--- config.mk ---
export PLATFORM = sky130hd
export DESIGN_NAME = tcpg_regs
export DESIGN_NICKNAME = d
export VERILOG_FILES = /design/src/tcpg_pkg.sv /design/src/tcpg_regs.sv
export SDC_FILE = /design/constraint.sdc
export NUM_CORES = 1
export LEC_CHECK = 0
export BUFFER_PORTS_ARGS = -buffer_cell sky130_fd_sc_hd__buf_2
export CAP_MARGIN = 40
export CORE_ASPECT_RATIO = 0.7
export CORE_UTILIZATION = 39
export CTS_CLUSTER_DIAMETER = 40
export DETAILED_ROUTE_END_ITERATION = 10
export PLACE_DENSITY = 0.71
export SLEW_MARGIN = 20
export SYNTH_ARGS = -nofsm -noshare
export SYNTH_HDL_FRONTEND = slang
export SYNTH_SLANG_ARGS = --single-unit
--- constraint.sdc ---
create_clock -name clk -period 8.95 [get_ports clk]
set_clock_uncertainty 0.05 [all_clocks]
set_input_delay 0.4475 -clock clk [delete_from_list [all_inputs] [get_ports clk]]
set_output_delay 0.4475 -clock clk [all_outputs]
set_load 0.1 [all_outputs]
--- src/tcpg_pkg.sv ---
// ----------------------------------------------------------------------------
// tcpg_pkg
// Shared widths, colors, register codes and the card geometry record for the
// test card pixel generator.
// ----------------------------------------------------------------------------
package tcpg_pkg;

  localparam int CoordW     = 11;
  localparam int SideW      = 11;
  localparam int ArgbW      = 32;
  localparam int ApbAddrW   = 4;
  localparam int ApbDataW   = 32;
  localparam int DefMaxSide = 1024;
  localparam int DefMinSide = 16;
  localparam int Sixteenths = 16;

  localparam logic [SideW-1:0] RstCardSide      = SideW'(64);
  localparam logic             RstAlphaStraight = 1'b1;
  localparam logic             RstPhaseSecond   = 1'b0;

  // floor(n/3) = (n * Recip3) >> Recip3Shift for n below 2**16
  localparam int               Recip3Shift = 17;
  localparam logic [16:0]      Recip3      = 17'd43691;

  typedef enum logic [1:0] {
    RegCardSide      = 2'd0,
    RegAlphaStraight = 2'd1,
    RegPhaseSecond   = 2'd2
  } reg_idx_t;

  function automatic logic [ArgbW-1:0] pack_argb(input logic [7:0] a, input logic [7:0] r,
                                                 input logic [7:0] g, input logic [7:0] b);
    return {a, r, g, b};
  endfunction

  localparam logic [ArgbW-1:0] ColGround        = pack_argb(8'd255, 8'd32, 8'd34, 8'd38);
  localparam logic [ArgbW-1:0] ColWhite         = pack_argb(8'd255, 8'd255, 8'd255, 8'd255);
  localparam logic [ArgbW-1:0] ColBlack         = pack_argb(8'd255, 8'd0, 8'd0, 8'd0);
  localparam logic [ArgbW-1:0] ColRed           = pack_argb(8'd255, 8'd255, 8'd0, 8'd0);
  localparam logic [ArgbW-1:0] ColGreen         = pack_argb(8'd255, 8'd0, 8'd255, 8'd0);
  localparam logic [ArgbW-1:0] ColBlue          = pack_argb(8'd255, 8'd0, 8'd0, 8'd255);
  localparam logic [ArgbW-1:0] ColMidGrey       = pack_argb(8'd255, 8'd188, 8'd188, 8'd188);
  localparam logic [ArgbW-1:0] ColPhase1        = pack_argb(8'd255, 8'd0, 8'd220, 8'd220);
  localparam logic [ArgbW-1:0] ColPhase2        = pack_argb(8'd255, 8'd240, 8'd210, 8'd0);
  localparam logic [ArgbW-1:0] ColHalfStraight  = pack_argb(8'd128, 8'd255, 8'd255, 8'd255);
  localparam logic [ArgbW-1:0] ColHalfPremul    = pack_argb(8'd128, 8'd128, 8'd128, 8'd128);
  localparam logic [ArgbW-1:0] ColClearStraight = pack_argb(8'd0, 8'd255, 8'd0, 8'd255);
  localparam logic [ArgbW-1:0] ColClearPremul   = pack_argb(8'd0, 8'd0, 8'd0, 8'd0);

  typedef struct packed {
    logic [SideW-1:0] side;
    logic [SideW-1:0] side_m1;
    logic [SideW-1:0] side_m2;
    logic [SideW-1:0] p1;
    logic [SideW-1:0] p3;
    logic [SideW-1:0] p4;
    logic [SideW-1:0] p6;
    logic [SideW-1:0] p8;
    logic [SideW-1:0] p10;
    logic [SideW-1:0] p11;
    logic [SideW-1:0] p14;
    logic [SideW-1:0] p15;
    logic [SideW-1:0] e1;
    logic [SideW-1:0] e2;
    logic             too_small;
    logic             alpha_straight;
    logic             phase_second;
  } geom_t;

  function automatic logic [SideW-1:0] sixteenth(input logic [SideW-1:0] s,
                                                 input logic [3:0] k);
    logic [SideW+3:0] prod;
    prod = (SideW+4)'(s) * (SideW+4)'(k);
    return prod[SideW+3:4];
  endfunction

  function automatic logic in_span(input logic [CoordW-1:0] v, input logic [SideW-1:0] lo,
                                   input logic [SideW-1:0] hi);
    return (v >= lo) && (v < hi);
  endfunction

endpackage

--- src/tcpg_regs.sv ---
// ----------------------------------------------------------------------------
// tcpg_regs
// Configuration registers behind the APB port, and the registered card
// geometry derived from them in two steps.
// ----------------------------------------------------------------------------
module tcpg_regs #(
  parameter int MAX_SIDE = tcpg_pkg::DefMaxSide,
  parameter int MIN_SIDE = tcpg_pkg::DefMinSide
) (
  input  logic                          clk,
  input  logic                          rst,
  input  logic                          psel,
  input  logic                          penable,
  input  logic                          pwrite,
  input  logic [tcpg_pkg::ApbAddrW-1:0] paddr,
  input  logic [tcpg_pkg::ApbDataW-1:0] pwdata,
  output logic [tcpg_pkg::ApbDataW-1:0] prdata,
  output logic                          pready,
  output tcpg_pkg::geom_t               geom,
  output logic                          settle
);
  import tcpg_pkg::*;

  logic [SideW-1:0] card_side;
  logic             alpha_straight;
  logic             phase_second;
  logic             wr;
  logic             hold_d1;
  logic             hold_d2;

  logic [SideW-1:0] side_a;
  logic             too_small_a;
  logic [SideW-1:0] p1_a, p3_a, p4_a, p6_a, p8_a, p10_a, p11_a, p14_a, p15_a;
  logic [SideW-1:0] side_sat;
  logic [SideW-1:0] span;
  logic [SideW:0]   span2;
  logic [27:0]      prod1;
  logic [28:0]      prod2;

  assign pready = 1'b1;
  assign wr     = psel && penable && pwrite;
  assign settle = wr || hold_d1 || hold_d2;

  always_ff @(posedge clk) begin
    if (rst) begin
      card_side      <= RstCardSide;
      alpha_straight <= RstAlphaStraight;
      phase_second   <= RstPhaseSecond;
      hold_d1        <= 1'b1;
      hold_d2        <= 1'b1;
    end else begin
      hold_d1 <= wr;
      hold_d2 <= hold_d1;
      if (wr) begin
        case (paddr[3:2])
          RegCardSide:      card_side      <= pwdata[SideW-1:0];
          RegAlphaStraight: alpha_straight <= pwdata[0];
          RegPhaseSecond:   phase_second   <= pwdata[0];
          default: ;
        endcase
      end
    end
  end

  always_comb begin
    case (paddr[3:2])
      RegCardSide:      prdata = ApbDataW'(card_side);
      RegAlphaStraight: prdata = ApbDataW'(alpha_straight);
      RegPhaseSecond:   prdata = ApbDataW'(phase_second);
      default:          prdata = '0;
    endcase
  end

  // first step: saturate side and take the sixteenths
  assign side_sat = (32'(card_side) > 32'(MAX_SIDE)) ? SideW'(MAX_SIDE) : card_side;

  always_ff @(posedge clk) begin
    side_a      <= side_sat;
    too_small_a <= 32'(card_side) < 32'(MIN_SIDE);
    p1_a        <= sixteenth(side_sat, 4'd1);
    p3_a        <= sixteenth(side_sat, 4'd3);
    p4_a        <= sixteenth(side_sat, 4'd4);
    p6_a        <= sixteenth(side_sat, 4'd6);
    p8_a        <= sixteenth(side_sat, 4'd8);
    p10_a       <= sixteenth(side_sat, 4'd10);
    p11_a       <= sixteenth(side_sat, 4'd11);
    p14_a       <= sixteenth(side_sat, 4'd14);
    p15_a       <= sixteenth(side_sat, 4'd15);
  end

  // second step: bar edges at a third and two thirds of the span
  assign span  = p15_a - p1_a;
  assign span2 = {span, 1'b0};
  assign prod1 = 28'(span) * 28'(Recip3);
  assign prod2 = 29'(span2) * 29'(Recip3);

  always_ff @(posedge clk) begin
    geom.side           <= side_a;
    geom.side_m1        <= side_a - SideW'(1);
    geom.side_m2        <= side_a - SideW'(2);
    geom.p1             <= p1_a;
    geom.p3             <= p3_a;
    geom.p4             <= p4_a;
    geom.p6             <= p6_a;
    geom.p8             <= p8_a;
    geom.p10            <= p10_a;
    geom.p11            <= p11_a;
    geom.p14            <= p14_a;
    geom.p15            <= p15_a;
    geom.e1             <= p1_a + SideW'(prod1 >> Recip3Shift);
    geom.e2             <= p1_a + SideW'(prod2 >> Recip3Shift);
    geom.too_small      <= too_small_a;
    geom.alpha_straight <= alpha_straight;
    geom.phase_second   <= phase_second;
  end

endmodule

==> reports/qor.csv, run 1 <==
stage,metric,value,unit
logic_synthesis,area share of the largest cell type after synthesis,0.345,
clock_network,H-tree depth,4,
sta,minimum clock period after layout,8.37,ns
logic_synthesis,Synth area leader,dfxtp_1,
global_route,vias in the first global route,7194,
setup_path,RR Endpoint,geom[22],
floorplan,FP Rows,51,
floorplan,die width,204,um
drt,drt pass-1 iters,4,
setup_path,CP most frequent cell,inv_1,
placement,count of input and output buffers,176,
setup_path,startpoint types,flip-flop,
global_route,GRT Residual Overflow,0,
floorplan,initial cell density of the core,0.399,
clock_network,clock buffer depth,2,
sta,Final Hold Viols,0,
layout,Final nets,1509,
setup_path,CP Buf/Inv Count,7,
global_route,initial antenna violation count,0,
layout,synthesis-to-layout area growth,14.9,%
setup_path,path depth of the worst reg2reg path,38,
floorplan,core area,27900,um2
logic_synthesis,Synth Register Bits,192,
sta,"crit path setup slack, layout",0.579,ns
sta,Worst-Margin Slew,0.762,ns
setup_path,WP data required,9.23,ns
global_route,Total Routing Usage GR,0.168,
logic_synthesis,cells after synthesis,1073,
setup_path,Critical path origin,p15_a[0],
setup_path,"slowest stage cell, crit path",fa_1,
logic_synthesis,ranking of synthesized cells by area,"dfxtp_1, ha_1, fa_1",
sta,Slew Limit Fails,0,
global_route,largest net degree at the start of global routing,20,
global_route,first-pass GRT wire length,37800,um
logic_synthesis,sequential element share of the synthesized area,0.345,
sta,period utilization,0.935,
drt,detailed-route via count,7269,
drt,Routed WL,23100,um
sta,final setup violation count,0,
drt,Detailed Route Iter0 Violations,222,
setup_path,"slowest stage delay, CP",0.60,ns
drt,Post-DRT Antenna Nets,0,
setup_path,CP endpoint,geom[22],
setup_path,worst reg2reg startpoint,p15_a[0],
drt,number of vias per cell,4.50,
logic_synthesis,asr flop ratio synth,0,
layout,share of layout cells above drive strength 1,0.191,
logic_synthesis,number of flops mapped to enable cells by yosys,0,
floorplan,die height,143,um
clock_network,Worst-Skew Late Latency,0.44,ns
clock_network,Setup Buffers After CTS,0,
clock_network,Root Driver,clkbuf_16,
status,outcome,completed,
logic_synthesis,Synth Cell Area,11100,um2
clock_network,CTS Buf Count,17,
clock_network,Worst-path clk slew,0.08,ns
clock_network,clk sinks,192,
setup_path,Crit Path Class,reg -> reg,
hold_path,worst hold path type,in -> reg,
floorplan,die area,29300,um2
setup_path,Crit Path Max Fanout,3,
clock_network,CTS tree,built,
drt,DRC,0,
sta,normalized max-slew margin,0.479,
drt,drt wl/cell,14.3,um
setup_path,CP arrival,8.65,ns
setup_path,reg-to-reg setup timing slack,0.58,ns
layout,Antenna Cells,0,
logic_synthesis,dominant synthesized flop cell,dfxtp_1,
setup_path,Crit path depth,38,
setup_path,Top delay family on crit path,adder cells,
floorplan,io pins,232,
job,number of max-cap violations,0,
placement,pre-CTS setup slack,0.340,ns
setup_path,endpoint class of the critical path,flip-flop,
logic_synthesis,post-synth cell types,53,
placement,GP Congestion,0.852,
placement,DP HPWL,18500,um
layout,"commonest cells after routing, fill and taps aside","dfxtp_1, buf_2, ha_1, inv_1, fa_1",
sta,Max Freq,119,MHz
logic_synthesis,Synth Warn #,0,
logic_synthesis,average cell area after synthesis,10.4,um2
layout,"most common cell after layout, fill and taps aside",dfxtp_1,
-- cell type report --
type | instances | area [um2]
fillers | 2648 | 15100
multi-input cells | 675 | 6300
flip-flops and latches | 192 | 3840
repair buffers | 185 | 946
inverters | 160 | 601
well taps | 371 | 464
clock buffers | 17 | 425
clock inverters | 15 | 221
-- stage by stage --
step	cells	cell area (um2)	hold slack (ns)	TNS [ns]	util
6_report	1615	12800	0.156	0	0.458
5_1_grt	1615	12800	0.158	-0.0548	0.458
4_1_cts	1615	12800	0.142	0	0.457
3_5_place_dp	1583	12100	0.262	0	0.434
3_3_place_gp	1582	12100	0.262	0	0.433
2_1_floorplan	1103	11300	0.260	0	-
-- registers in the layout (all words and copies together), names as in the netlist --
signal,cells
p14_a,11
side_a,10
p8_a,1
alpha_straight,1
too_small_a,1
hold_d2,1
phase_second,1
geom,111
card_side,11
p6_a,10
p10_a,11
hold_d1,1
p15_a,11
p11_a,11
-- worst min path at each step --
stage / startpoint / cells past startpoint / endpoint / slack, ns
after floorplan: too_small_a / 0 / geom[2] / 0.26
after CTS: pwdata[6] / 3 / card_side[6] / 0.14
after detailed placement: p14_a[7] / 0 / geom[43] / 0.26
final: pwdata[6] / 3 / card_side[6] / 0.16
after global routing: pwdata[6] / 3 / card_side[6] / 0.16
after global placement: p6_a[3] / 0 / geom[83] / 0.26
-- metal layers --
| metal | GRT usage | wire [um] | up-vias |
|---|---|---|---|
| met2 | 0.248 | 9450 | 166 |
| met1 | 0.246 | 12100 | 3400 |
| met5 | 0 | 0 | - |
| met4 | 0.0538 | 374 | 0 |
| met3 | 0.0317 | 1210 | 21 |
| li1 | - | - | 3682 |
-- worst min-delay path, delay by kind of cell --
family        cells  cell delay [ns]
simple gates      2             0.10
buf+inv           1             0.07
-- synthesized netlist by cell type (4+ instances only) --
library cell and instances:
and3_1 4, nor3_1 9, a21o_1 20, inv_1 160, o21bai_1 14, nand2_1 54, clkbuf_1 7, nor2_1 41
nand2b_1 13, buf_4 68, xnor2_1 62, o21ai_0 22, nand3_1 5, mux2i_1 6, fa_1 72, ha_1 165
nand4_1 4, xor2_1 32, nand3b_1 4, and2_1 11, a21oi_1 50, dfxtp_1 192, nor2b_1 12
-- cell families after synthesis --
family	after synthesis	share of synthesized area
XOR/XNOR	94	0.0739
multiplexers	6	0.00539
buffers and inverters	236	0.103
adder cells (fa/ha/maj)	237	0.315
AO/OA/AOI/OAI	135	0.0822
AND/OR/NAND/NOR	171	0.0755
other	2	0.000674
flip-flops	192	0.345
-- repair_timing --
action / 4_1_cts / 5_1_grt
setup endpoints to repair: 0 / 9
hold buffers: 0 / 0
resized for setup: 0 / 9
Power of run 1 is left out: the tool's default activity adds up to more than one toggle a clock period on the data nets, which glitch-free logic cannot reach.
==> run 2, diff against run 1 <==
==> constraint.sdc (replaced) <==
create_clock -name clk -period 10.7 [get_ports clk]
set_clock_uncertainty 0.05 [all_clocks]
set_input_delay 0.535 -clock clk [delete_from_list [all_inputs] [get_ports clk]]
set_output_delay 0.535 -clock clk [all_outputs]
set_load 0.01 [all_outputs]
==> run 2 against run 1 <==
Fmax decreased by 11%; count of clock-buffer cells in the layout increased by 1; non-clock buffer count decreased by 5; core utilization decreased by 0.49 points; largest cell class unchanged; highest routed layer unchanged.
==> reports/qor.csv, run 2 (synthesized netlist as in run 1, its figures left out) <==
stage,metric,value,unit
setup_path,"slowest stage delay, CP",0.70,ns
sta,Final Hold Viols,0,
floorplan,FP Rows,51,
clock_network,post_cts resized,0,
setup_path,worst reg2reg startpoint,side_a[5],
global_route,vias in the first global route,7105,
layout,share of layout cells above drive strength 1,0.182,
setup_path,CP most frequent cell,inv_1,
drt,Detailed Route Iter0 Violations,233,
placement,count of input and output buffers,176,
setup_path,reg-to-reg setup timing slack,1.28,ns
placement,GP Congestion,0.822,
layout,Antenna Cells,0,
sta,period utilization,0.881,
clock_network,Worst-path clk slew,0.07,ns
clock_network,hold buffers post-CTS,0,
sta,Worst-Margin Slew,0.754,ns
global_route,GRT Residual Overflow,0,
global_route,first-pass GRT wire length,36800,um
drt,drt wl/cell,14.5,um
floorplan,die area,29300,um2
clock_network,CTS Buf Count,17,
global_route,Total Routing Usage GR,0.165,
setup_path,endpoint class of the critical path,flip-flop,
setup_path,startpoint types,flip-flop,
floorplan,io pins,232,
sta,final setup violation count,0,
layout,"most common cell after layout, fill and taps aside",dfxtp_1,
drt,drt pass-1 iters,5,
setup_path,path depth of the worst reg2reg path,34,
job,number of max-cap violations,0,
hold_path,hold depth,3,
placement,DP HPWL,18700,um
floorplan,core area,27900,um2
clock_network,clock buffer depth,2,
setup_path,RR Endpoint,geom[23],
clock_network,H-tree depth,4,
drt,detailed-route via count,7240,
sta,minimum clock period after layout,9.42,ns
drt,Routed WL,23300,um
status,outcome,completed,
drt,number of vias per cell,4.50,
hold_path,worst hold path type,in -> reg,
setup_path,CP arrival,9.74,ns
global_route,largest net degree at the start of global routing,19,
clock_network,Worst-Skew Late Latency,0.43,ns
sta,Max Freq,106,MHz
floorplan,die width,204,um
setup_path,WP data required,11.02,ns
setup_path,Crit Path Class,reg -> reg,
hold_path,Hold Path End,card_side[6],
sta,Slew Limit Fails,0,
layout,"commonest cells after routing, fill and taps aside","dfxtp_1, buf_2, ha_1, inv_1, fa_1",
clock_network,Root Driver,clkbuf_16,
layout,Final nets,1504,
layout,max reg flops,111,
layout,largest register by flop count,geom,
sta,normalized max-slew margin,0.484,
layout,final core utilization,0.453,
clock_network,CTS tree,built,
setup_path,"slowest stage cell, crit path",dfxtp_1,
sta,setup_tns,0,ns
layout,synthesis-to-layout area growth,13.7,%
drt,DRC,0,
global_route,initial antenna violation count,0,
floorplan,initial cell density of the core,0.399,
clock_network,Setup Buffers After CTS,0,
clock_network,clk sinks,192,
drt,Post-DRT Antenna Nets,0,
setup_path,Crit Path Max Fanout,10,
sta,RSZ-0062 raised after global routing,no,
hold_path,hold wc startpoint,pwdata[6],
floorplan,die height,143,um
-- run 2: through the flow --
stage,instance area [um2],setup WS [ns],hold WS [ns],instances
final,12700,1.28,0.265,1610
after global placement,12100,1.51,0.261,1576
after CTS,12700,1.26,0.244,1610
after global routing,12700,0.677,0.256,1610
after detailed placement,12100,1.30,0.262,1578
after floorplan,11300,2.63,0.260,1103
-- run 2: layout make-up --
class	instances	area (um2)
fillers	2642	15300
inverters	160	601
clock inverters	14	144
repair buffers	180	908
well taps	371	464
multi-input cells	675	6270
flip-flops and latches	192	3840
clock buffers	18	439
-- run 2: layer usage --
layer | GRT usage | vias up | routed length, um
li1 | - | 3667 | -
met1 | 0.236 | 3391 | 11900
met2 | 0.247 | 167 | 9770
met3 | 0.0399 | 15 | 1270
met4 | 0.0401 | 0 | 280
met5 | 0 | - | 0
-- run 2: worst max path at each step --
stage / end / startpoint / depth (start not counted)
after floorplan: geom[13] / side_a[5] / 35
after global placement: geom[23] / side_a[5] / 34
after detailed placement: geom[23] / side_a[5] / 34
after CTS: geom[23] / side_a[5] / 34
after global routing: geom[23] / side_a[5] / 35
final: geom[23] / side_a[5] / 34
-- run 2: worst max-delay path, delay by kind of cell, from the launching register on --
family                   cells  cell delay [ns]
XOR/XNOR                     2             0.42
AND/OR/NAND/NOR              5             1.24
AO/OA/AOI/OAI               13             2.89
buffers and inverters        6             0.64
flip-flops                   1             0.70
adder cells (fa/ha/maj)      8             3.41
Power of run 2 is left out for the same reason.
==> run 3, diff against run 2 <==
--- a/config.mk
+++ b/config.mk
@@ -11,6 +11,7 @@
 export CORE_UTILIZATION = 39
 export CTS_CLUSTER_DIAMETER = 40
 export DETAILED_ROUTE_END_ITERATION = 10
+export GPL_TIMING_DRIVEN = 0
 export PLACE_DENSITY = 0.71
 export SLEW_MARGIN = 20
 export SYNTH_ARGS = -nofsm -noshare
==> run 3 against run 2 <==
Register-to-register slack worse by 0.11 ns; die area is the same; critical endpoint unchanged; fmax decreased by 1.1%; critical path type unchanged; setup slack worse by 0.11 ns; sequential cell count stayed put; first-iteration DRC count increased by 41%; routed wire length increased by 1.6%; global-route usage is 0.51 points higher.
==> reports/qor.csv, run 3 (synthesized netlist as in run 1, its figures left out) <==
stage,metric,value,unit
setup_path,CP Buf/Inv Count,6,
hold_path,worst hold path type,in -> reg,
setup_path,Crit Path Max Fanout,10,
global_route,Total Routing Usage GR,0.170,
drt,Detailed Route Iter0 Violations,328,
setup_path,CP most frequent cell,inv_1,
layout,Antenna Cells,0,
layout,"commonest cells after routing, fill and taps aside","dfxtp_1, buf_2, ha_1, inv_1, fa_1",
setup_path,reg-to-reg setup timing slack,1.17,ns
sta,Slew Limit Fails,0,
job,number of max-cap violations,0,
clock_network,Worst-Skew Late Latency,0.44,ns
sta,normalized max-slew margin,0.487,
setup_path,endpoint class of the critical path,flip-flop,
layout,"most common cell after layout, fill and taps aside",dfxtp_1,
clock_network,H-tree depth,4,
floorplan,initial cell density of the core,0.399,
drt,Routed WL,23600,um
layout,share of layout cells above drive strength 1,0.220,
clock_network,Worst-path clk slew,0.07,ns
layout,synthesis-to-layout area growth,19.1,%
placement,count of input and output buffers,175,
setup_path,WP data required,11.02,ns
clock_network,post_cts resized,0,
setup_path,Top delay family on crit path,adder cells,
sta,period utilization,0.891,
drt,Post-DRT Antenna Nets,0,
global_route,vias in the first global route,7319,
floorplan,core area,27900,um2
setup_path,"slowest stage delay, CP",0.70,ns
global_route,GRT Residual Overflow,0,
sta,Max Freq,105,MHz
placement,GP Congestion,0.835,
layout,max reg flops,111,
floorplan,die width,204,um
sta,minimum clock period after layout,9.53,ns
floorplan,die height,143,um
clock_network,CTS tree,built,
clock_network,CTS Buf Count,17,
clock_network,clk sinks,192,
setup_path,Crit Path Class,reg -> reg,
sta,Final Hold Viols,0,
status,outcome,completed,
drt,drt wl/cell,14.1,um
hold_path,hold wc startpoint,pwdata[6],
placement,DP HPWL,19200,um
floorplan,die area,29300,um2
clock_network,Setup Buffers After CTS,0,
global_route,initial antenna violation count,0,
setup_path,"slowest stage cell, crit path",dfxtp_1,
clock_network,hold buffers post-CTS,0,
clock_network,clock buffer depth,2,
setup_path,startpoint types,flip-flop,
setup_path,worst reg2reg startpoint,side_a[5],
sta,final setup violation count,0,
global_route,largest net degree at the start of global routing,17,
layout,fillers,2628,
drt,DRC,0,
clock_network,Root Driver,clkbuf_16,
hold_path,Hold Path End,card_side[6],
floorplan,FP Rows,51,
sta,RSZ-0062 raised after global routing,no,
drt,drt pass-1 iters,4,
layout,largest register by flop count,geom,
sta,setup_tns,0,ns
setup_path,CP arrival,9.85,ns
setup_path,RR Endpoint,geom[23],
drt,detailed-route via count,7528,
floorplan,io pins,232,
hold_path,hold depth,3,
setup_path,path depth of the worst reg2reg path,34,
layout,Final nets,1576,
sta,Worst-Margin Slew,0.750,ns
drt,number of vias per cell,4.48,
global_route,first-pass GRT wire length,38200,um
[run 3: cell types whose count changed in the layout (fill, tap and decap cells not counted), sizes merged]
| cell | change |
|---|---|
| buf | +65 |
| bufinv | +4 |
| clkbuf | +11 |
| clkinv | -1 |
| clkinvlp | -2 |
| inv | -5 |
[run 3: worst max-delay path by stage]
stage / start / to / cells after the start
final: side_a[5] / geom[23] / 34
after global routing: side_a[5] / geom[23] / 34
after CTS: side_a[5] / geom[23] / 34
after detailed placement: side_a[5] / geom[23] / 34
after global placement: side_a[5] / geom[23] / 35
after floorplan: side_a[5] / geom[13] / 35
[run 3: per-layer routing]
layer  up-vias  GRT usage  wire length, um
met4         0     0.0377              279
met5         -          0                0
met1      3522      0.243            12200
met3        16     0.0442             1210
met2       165      0.254             9940
li1       3825          -                -
[run 3: worst register-to-register path, delay by kind of cell, from the launching register on]
family                     cells  cell delay [ns]
xor gates and xnor gates       2             0.41
AOI/OAI and AO/OA             13             2.99
DFF                            1             0.70
buffers and inverters          6             0.65
adders and majority gates      8             3.46
and+or+nand+nor                5             1.24
[run 3: final cells by class]
cell class	instances	area (um2)	share of cell area
Multi-Input combinational cell	675	6270	0.472
Sequential cell	192	3840	0.290
Timing Repair Buffer	176	883	0.0666
Inverter	160	601	0.0453
Buffer	76	542	0.0408
Clock buffer	22	474	0.0357
Tap cell	371	464	0.0350
Clock inverter	10	195	0.0147
[run 3: per-stage QoR]
step                      area (um2)  instances  hold WS (ns)  worst slack (ns)  utilization
after floorplan                11300       1103         0.260              2.63            -
after global placement         12600       1649         0.261              1.42        0.451
after detailed placement       12600       1650         0.262              1.29        0.451
after CTS                      13300       1682         0.237              1.23        0.475
after global routing           13300       1682         0.250             0.599        0.475
final                          13300       1682         0.251              1.17        0.475
Power of run 3 is left out for the same reason.
